==> config.mk <==
export PLATFORM = sky130hd
export DESIGN_NAME = rcmr_ctrl
export DESIGN_NICKNAME = d
export VERILOG_FILES = /design/src/sv/rcmr_pkg.sv /design/src/sv/rcmr_ctrl.sv
export SDC_FILE = /design/constraint.sdc
export NUM_CORES = 1
export LEC_CHECK = 0
export ABC_AREA = 1
export CAP_MARGIN = 25
export CORE_UTILIZATION = 30
export CTS_BUF_LIST = sky130_fd_sc_hd__clkbuf_4 sky130_fd_sc_hd__clkbuf_8
export DETAILED_ROUTE_END_ITERATION = 16
export DONT_BUFFER_PORTS = 1
export PLACE_DENSITY = 0.49
export SLEW_MARGIN = 10
export SYNTH_ARGS = -nofsm -noshare
export SYNTH_HDL_FRONTEND = slang
export SYNTH_SLANG_ARGS = --single-unit
==> constraint.sdc <==
create_clock -name clk -period 1.4 [get_ports clk]
set_input_delay 0.28 -clock clk [delete_from_list [all_inputs] [get_ports clk]]
set_output_delay 0.28 -clock clk [all_outputs]
set_load 0.02 [all_outputs]
==> src/sv/rcmr_pkg.sv <==
// Package: item types, register indexes and controller/datapath interface types.
`timescale 1ns / 1ps
package rcmr_pkg;

	localparam int COEF_BITS = 8;
	localparam int PIX_W     = 24;
	localparam int SUM_W     = 21;
	localparam int QUO_W     = 20;
	localparam int DIV_STEPS = QUO_W;
	localparam int CFG_W     = 24;
	localparam int IDX_W     = 3;
	localparam logic [9:0] MIN_START = 10'd766;
	localparam logic [QUO_W-1:0] COMP_MAX = QUO_W'(255);

	localparam logic [IDX_W-1:0] REG_IMAGE_SIZE  = 3'd0;
	localparam logic [IDX_W-1:0] REG_KROW_TOP    = 3'd1;
	localparam logic [IDX_W-1:0] REG_KROW_MID    = 3'd2;
	localparam logic [IDX_W-1:0] REG_KROW_BOTTOM = 3'd3;
	localparam logic [IDX_W-1:0] REG_KSCALE      = 3'd4;
	localparam logic [IDX_W-1:0] REG_FILTER_EN   = 3'd5;

	localparam logic OP_PIXEL = 1'b0;
	localparam logic OP_FLUSH = 1'b1;

	typedef struct packed {
		logic       op;
		logic [7:0] in_red;
		logic [7:0] in_green;
		logic [7:0] in_blue;
	} in_item_t;

	typedef struct packed {
		logic [7:0] out_red;
		logic [7:0] out_green;
		logic [7:0] out_blue;
		logic       image_done;
	} out_item_t;

	typedef struct packed {
		logic       accept;
		logic       shift;
		logic       mac;
		logic [3:0] idx;
		logic       fix;
		logic       div_load;
		logic       div_step;
		logic       load_out;
	} dp_cmd_t;

	typedef struct packed {
		logic has_res;
		logic interior;
	} dp_sts_t;

endpackage

==> src/sv/rcmr_ctrl.sv <==
// Controller: sequences one item through read, MAC, reject, divide and output.
`timescale 1ns / 1ps
module rcmr_ctrl import rcmr_pkg::*; (
	input  logic    clk,
	input  logic    arst_n,
	input  logic    in_valid,
	output logic    in_stall,
	output logic    out_valid,
	input  logic    out_stall,
	input  dp_sts_t sts,
	output dp_cmd_t cmd
);
	typedef enum logic [2:0] {
		S_IDLE, S_RD, S_MAC, S_FIX, S_DIV, S_OUT
	} state_t;

	state_t     state_q;
	logic [4:0] cnt_q;
	logic       out_valid_q;
	logic       out_free;

	assign out_free = !out_valid_q || !out_stall;
	assign in_stall = state_q != S_IDLE;
	assign out_valid = out_valid_q;

	always_comb begin
		cmd = '0;
		cmd.idx = cnt_q[3:0];
		unique case (state_q)
			S_IDLE: cmd.accept = in_valid;
			S_RD:   cmd.shift = 1'b1;
			S_MAC:  cmd.mac = 1'b1;
			S_FIX: begin
				cmd.fix = 1'b1;
			end
			S_DIV: begin
				cmd.div_load = cnt_q == 5'd0;
				cmd.div_step = cnt_q != 5'd0;
			end
			S_OUT:  cmd.load_out = out_free;
			default: ;
		endcase
	end

	always_ff @(posedge clk or negedge arst_n) begin
		if (!arst_n) begin
			state_q <= S_IDLE;
			cnt_q <= '0;
			out_valid_q <= 1'b0;
		end else begin
			if (state_q == S_OUT && out_free)
				out_valid_q <= 1'b1;
			else if (out_valid_q && !out_stall)
				out_valid_q <= 1'b0;
			unique case (state_q)
				S_IDLE: if (in_valid) state_q <= S_RD;
				S_RD: begin
					cnt_q <= '0;
					if (!sts.has_res)
						state_q <= S_IDLE;
					else if (sts.interior)
						state_q <= S_MAC;
					else
						state_q <= S_OUT;
				end
				S_MAC: begin
					if (cnt_q == 5'd8) begin
						cnt_q <= '0;
						state_q <= S_FIX;
					end else begin
						cnt_q <= cnt_q + 5'd1;
					end
				end
				S_FIX: state_q <= S_DIV;
				S_DIV: begin
					// load first, then one quotient bit per cycle
					if (cnt_q == 5'(DIV_STEPS)) begin
						cnt_q <= '0;
						state_q <= S_OUT;
					end else begin
						cnt_q <= cnt_q + 5'd1;
					end
				end
				S_OUT: begin
					if (out_free)
						state_q <= S_IDLE;
				end
				default: state_q <= S_IDLE;
			endcase
		end
	end

endmodule

==> results.cfg, run 1 <==
[pwr]
cellLeakagePower_uw = 0.0005298
power_density_mw_per_mm2 = 2038
max-vdd-ir-drop_uv = 1081
finalPower_uw = 2205

[finish]
utilization_pct = 52.49
fin_area_mm2 = 0.001082
drive_gt1_share_pct = 53.54
diodes = 0
n_fill_cell = 189
area_growth_pct = 57.85
fin_nets = 136
instances_no_fill = 154

[sta]
fin_ws_ns = -0.1868
maxSlewHeadroom_pct = 70.81
timing.fmax_mhz = 630.2
worstMarginPinSlew_ns = 0.4364
rsz0062_at_grt = yes
setup_viol = 13
drv_slew = 0
finClkSkew_ns = 0.006917
finalCriticalPeriod_ns = 1.587
hold_viol = 0
fin_crit_sh_pct = 113.3

[worst_setup_path]
cp.arrival_ns = 1.31
max_stage_delay_ns = 0.45
path_class = flop to output pin
crit_path_cell_trace = nor2_4 -> nand2_4 -> nor4_4 -> buf_4
cp-end-kind = output pin
worstPathRequired_ns = 1.12
critical_path.max_fanout = 4
rrSetupSlack_ns = -0.04
critPathBufInv = 1
crit_slowest_cell = dfrtp_2
cp_top_family = flip-flops
startpoint_type = flop

[drt]
drc = 0
vias = 692
routed_wl_um = 1712
drtIter0Drc = 7
wire_per_inst_um = 11.12
final_antenna_net_count = 0
via_per_inst = 4.494
dr.pass1.iters = 3

[status]
violations = negative setup slack
status = complete, but fails checks

[global_route]
antenna_found_initial = 0
grt_pass1_vias = 648
grt_usage_pct = 15.14
grt_max_degree = 10
overflow = 0
grt_pass1_wl_um = 2808

[cts]
cts_buffers = 3
tritoncts = done
clock-sinks = 9
cts.path.max_buffers = 2
clk_pin_slew_ns = 0.07
clkLatencyLatePin_ns = 0.27
ctsRootBufferMaster = clkbuf_4
h-tree-depth = 1

[floorplanning]
dieHeight_um = 49.81
core_area_mm2 = 0.002062
fp-row-count = 16
start_util_pct = 33.25
design.die.area_mm2 = 0.002481
die_w_um = 49.81
ios = 19

[yosys]
synthesis.instances = 98
ys_seq_area_share_pct = 32.85
ys_ff_latch = 9
syn_avg_cell_area_um2 = 6.997
synth_warnings = 0
syn-cell-area_um2 = 685.7
ys_types = 22
syn_nets = 106

[run]
maxCapViolCount = 0

[placed_design]
post_dp_cell_area_um2 = 809.5
dp_cells = 135
numPortBuffers = 0
routabilityCongestion = 0.8139
post-dp-hpwl_um = 1225

[min_path]
hold_path_class = input pin to flop
[cell families (layout without fill, tap and decap cells)]
kind of cell / count (synthesis) / count (layout) / share of synthesized area, %
AO/OA/AOI/OAI: 11 / 11 / 9.672
XOR/XNOR: 3 / 3 / 3.833
adder cells (fa/ha/maj): 2 / 2 / 3.649
buffers and inverters: 21 / 50 / 14.60
flip-flops: 9 / 9 / 32.85
AND/OR/NAND/NOR: 52 / 52 / 35.40
[stage by stage]
step | worst slack, ns | setup TNS [ns] | hold slack (ns)
after global routing | -0.2441 | -1.732 | 0.1588
after floorplan | 0.01554 | 0 | -0.01559
after detailed placement | -0.002138 | -0.002138 | -0.01532
final | -0.1868 | -0.9253 | 0.1512
after CTS | -0.2152 | -0.6103 | 0.1491
after global placement | 0.02463 | 0 | -0.01534
[worst reg2reg max path, cell delays in order (launching register included)]
cell,delay [ns]
dfrtp_2,0.45
buf_4,0.15
inv_2,0.06
nand3_4,0.07
buf_4,0.13
buf_4,0.14
o21ai_4,0.14
inv_1,0.05
nand3_1,0.08
nand2_1,0.05
[synthesized netlist by cell type (all sizes together)]
| master | count | area [µm²] |
|---|---|---|
| a21oi | 1 | 5.000 |
| a31oi | 1 | 6.260 |
| buf | 5 | 37.54 |
| dfrtp | 9 | 225.2 |
| ha | 2 | 25.02 |
| inv | 16 | 62.56 |
| nand2 | 25 | 113.9 |
| nand3 | 8 | 45.04 |
| nand4 | 1 | 6.260 |
| nor2 | 17 | 71.32 |
| nor4 | 1 | 6.260 |
| o21ai | 8 | 47.55 |
| o21bai | 1 | 7.510 |
| xor2 | 3 | 26.28 |
[state kept, by name, summed over array words and instances (netlist names)]
name       count
cnt_q          5
state_q        3
out_valid      1
[repair_timing]
| action | 4_1_cts | 5_1_grt |
|---|---|---|
| gates resized for setup | 21 | 18 |
| endpoints found under the hold margin | 9 | 0 |
| pin swaps | 5 | 5 |
| hold buffers | 1 | 0 |
| setup buffers | 8 | 7 |
| endpoints found under the setup margin | 7 | 10 |
[power by group]
part | internal [µW] | total [µW] | switching [µW]
sequential | 340 | 463 | 123
combinational | 691 | 1510 | 823
clock | 130 | 229 | 99.2
[area by class of cell]
type	count	area, µm²	share of cell area, %
multi-input combinational	68	474.2	43.81
tap	27	33.78	3.121
clock buffer	4	30.03	2.775
inverter	16	67.56	6.243
timing repair buffer	30	246.5	22.77
sequential	9	230.2	21.27
[layout by cell type, fill, tap and decap left out]
master         instances
inv_1                  7
buf_4                 24
nand3_1                6
o21ai_0                2
buf_6                  5
dfrtp_2                4
a31oi_1                1
nand2_2                4
inv_2                  6
nand2_1               17
clkbuf_4               4
nand4_1                1
nand2_4                4
nand3_4                2
ha_4                   1
nor2_4                 5
o21ai_2                1
a21oi_2                1
nor2_1                10
ha_1                   1
nor4_4                 1
o21ai_1                4
nor2_2                 2
o21ai_4                1
dlygate4sd3_1          1
xor2_1                 3
dfrtp_1                5
inv_4                  3
o21bai_1               1
[routing by layer]
| metal | vias to the layer above | GRT usage, % | routed length (µm) | share of wire (%) |
|---|---|---|---|---|
| li1 | 360 | - | - | - |
| met1 | 313 | 18.98 | 769 | 45 |
| met2 | 15 | 23.65 | 840 | 49 |
| met3 | 4 | 6.481 | 85 | 5.0 |
| met4 | 0 | 3.810 | 17 | 0.99 |
| met5 | - | 0 | 0 | 0 |
[final timing paths]
path                       startpoint  cells after the start          to
setup reg to reg           state_q[1]                      9  state_q[2]
max in group asynchronous      arst_n                      1  state_q[2]
setup / recovery           state_q[1]                      4      cmd[2]
min in group asynchronous      arst_n                      1    cnt_q[3]
hold reg to reg              cnt_q[4]                      2    cnt_q[4]
hold / removal                 sts[1]                      2  state_q[1]
No activity file was read; power rests on OpenSTA's default activity.
==> inputs of run 2 (changes only) <==
CORE_UTILIZATION = 50   (was 30)
PLACE_DENSITY = 0.7   (was 0.49)
==> results.cfg, run 2 (synthesis gave the netlist of run 1 again) <==
[cts]
tritoncts = done
clock-sinks = 9
clkLatencyLatePin_ns = 0.27
clk_pin_slew_ns = 0.07
h-tree-depth = 1
cts.path.max_buffers = 2
cts_buffers = 3
ctsRootBufferMaster = clkbuf_4

[drt]
routed_wl_um = 2649
dr.pass1.iters = 4
drc = 0
via_per_inst = 5.861
vias = 803
final_antenna_net_count = 0
drtIter0Drc = 46
wire_per_inst_um = 19.34

[floorplanning]
die_w_um = 39.03
ios = 19
design.die.area_mm2 = 0.001523
core_area_mm2 = 0.001186
fp-row-count = 12
start_util_pct = 57.81
dieHeight_um = 39.03

[placed_design]
preCtsSetupSlack_ns = -0.02575
routabilityCongestion = 0.8087
dp_cells = 121
numPortBuffers = 0
post-dp-hpwl_um = 1113

[finish]
top_register = cnt_q
area_growth_pct = 57.12
layout_commonest_cell = buf_4
regArea_um2 = 230.2
fin_nets = 132
n_fill_cell = 49
largest_reg_flops = 5
instances_no_fill = 137
diodes = 0
layout_common_cells = 20 x buf_4, 18 x nand2_1, 10 x nor2_1
multi_input_area_um2 = 501.7
drive_gt1_share_pct = 56.91

[global_route]
overflow = 0
grt_usage_pct = 37.15
grt_max_degree = 10
antenna_found_initial = 0
grt_pass1_vias = 751
grt_pass1_wl_um = 3574

[sta]
finClkSkew_ns = 0.0002590
timing.hold.ws_ns = 0.1510
setup_viol = 14
worstMarginPinSlew_ns = 0.4441
maxSlewHeadroom_pct = 70.29
drv_slew = 0
timing.fmax_mhz = 620.8
hold_viol = 0
rsz0062_at_grt = yes
finalCriticalPeriod_ns = 1.611
fin_crit_sh_pct = 115.1
fin_ws_ns = -0.2109

[run]
maxCapViolCount = 0

[status]
status = complete, but fails checks
violations = negative setup slack

[worst_setup_path]
crit_path_start = state_q[1]
path_class = flop to output pin
startpoint_type = flop
cp-end-kind = output pin
cp.arrival_ns = 1.33
worstPathRequired_ns = 1.12
worstReg2RegStart = cnt_q[0]
critical_path.max_fanout = 4

[pwr]
power_density_mw_per_mm2 = 2188
cellLeakagePower_uw = 0.0005215
max-vdd-ir-drop_uv = 1262

[min_path]
hold_path_class = input pin to flop
min_from = sts[1]
run 2: changes by cell type in the layout (fill, tap and decap cells not counted), sizes merged:
cell | before | now
buf | 29 | 25
run 2: layout make-up:
class	count	share of cell area [%]
Sequential cell	9	21.37
Tap cell	14	1.626
Clock buffer	4	2.787
Timing Repair Buffer	26	20.91
Multi-Input combinational cell	68	46.57
Inverter	16	6.736
run 2: path summary, 6_finish.rpt:
path / end / slack, ns / depth (start not counted)
max in group asynchronous: state_q[2] / 0.68 / 1
min reg2reg: cnt_q[1] / 0.67 / 3
min: state_q[1] / 0.15 / 2
min in group asynchronous: state_q[1] / 0.39 / 1
max reg2reg: state_q[2] / -0.10 / 9
max: cmd[2] / -0.21 / 4
run 2: power by group:
part | switching, µW | internal (µW)
combinational | 987 | 671
sequential | 123 | 340
clock | 106 | 130
run 2: timing repair:
| item | in CTS | in global routing |
|---|---|---|
| endpoints found under the setup margin | 7 | 15 |
| setup buffers | 11 | 1 |
| resized for setup | 30 | 17 |
| hold endpoints to repair | 9 | 0 |
| hold buffers | 1 | 0 |
| pin swaps | 7 | 8 |
| gates cloned | 0 | 0 |
run 2: through the flow:
step / TNS [ns] / cell area [µm²] / util (%) / total power [µW]
3_5_place_dp: -0.02575 / 785.8 / 66.24 / 1413
2_1_floorplan: 0 / 700.7 / - / 1145
3_3_place_gp: 0 / 785.8 / 66.24 / 1387
6_report: -1.296 / 1077 / 90.82 / 2357
4_1_cts: -0.5080 / 1016 / 85.65 / 2078
5_1_grt: -1.896 / 1077 / 90.82 / 2446
run 2: routing by layer:
metal  vias up  part of all wire (%)  GRT usage [%]
met4         0                   4.3          23.28
met2        62                    49          61.25
met1       369                    39          42.50
met5         -                     0              0
met3        20                   7.9          8.671
li1        352                     -              -
run 2: worst max-delay path, cell delays in order, from the launching register on:
cell and delay (ns):
dfrtp_2 0.44, nor2_4 0.15, nand2_4 0.09, nor4_4 0.20, buf_4 0.17
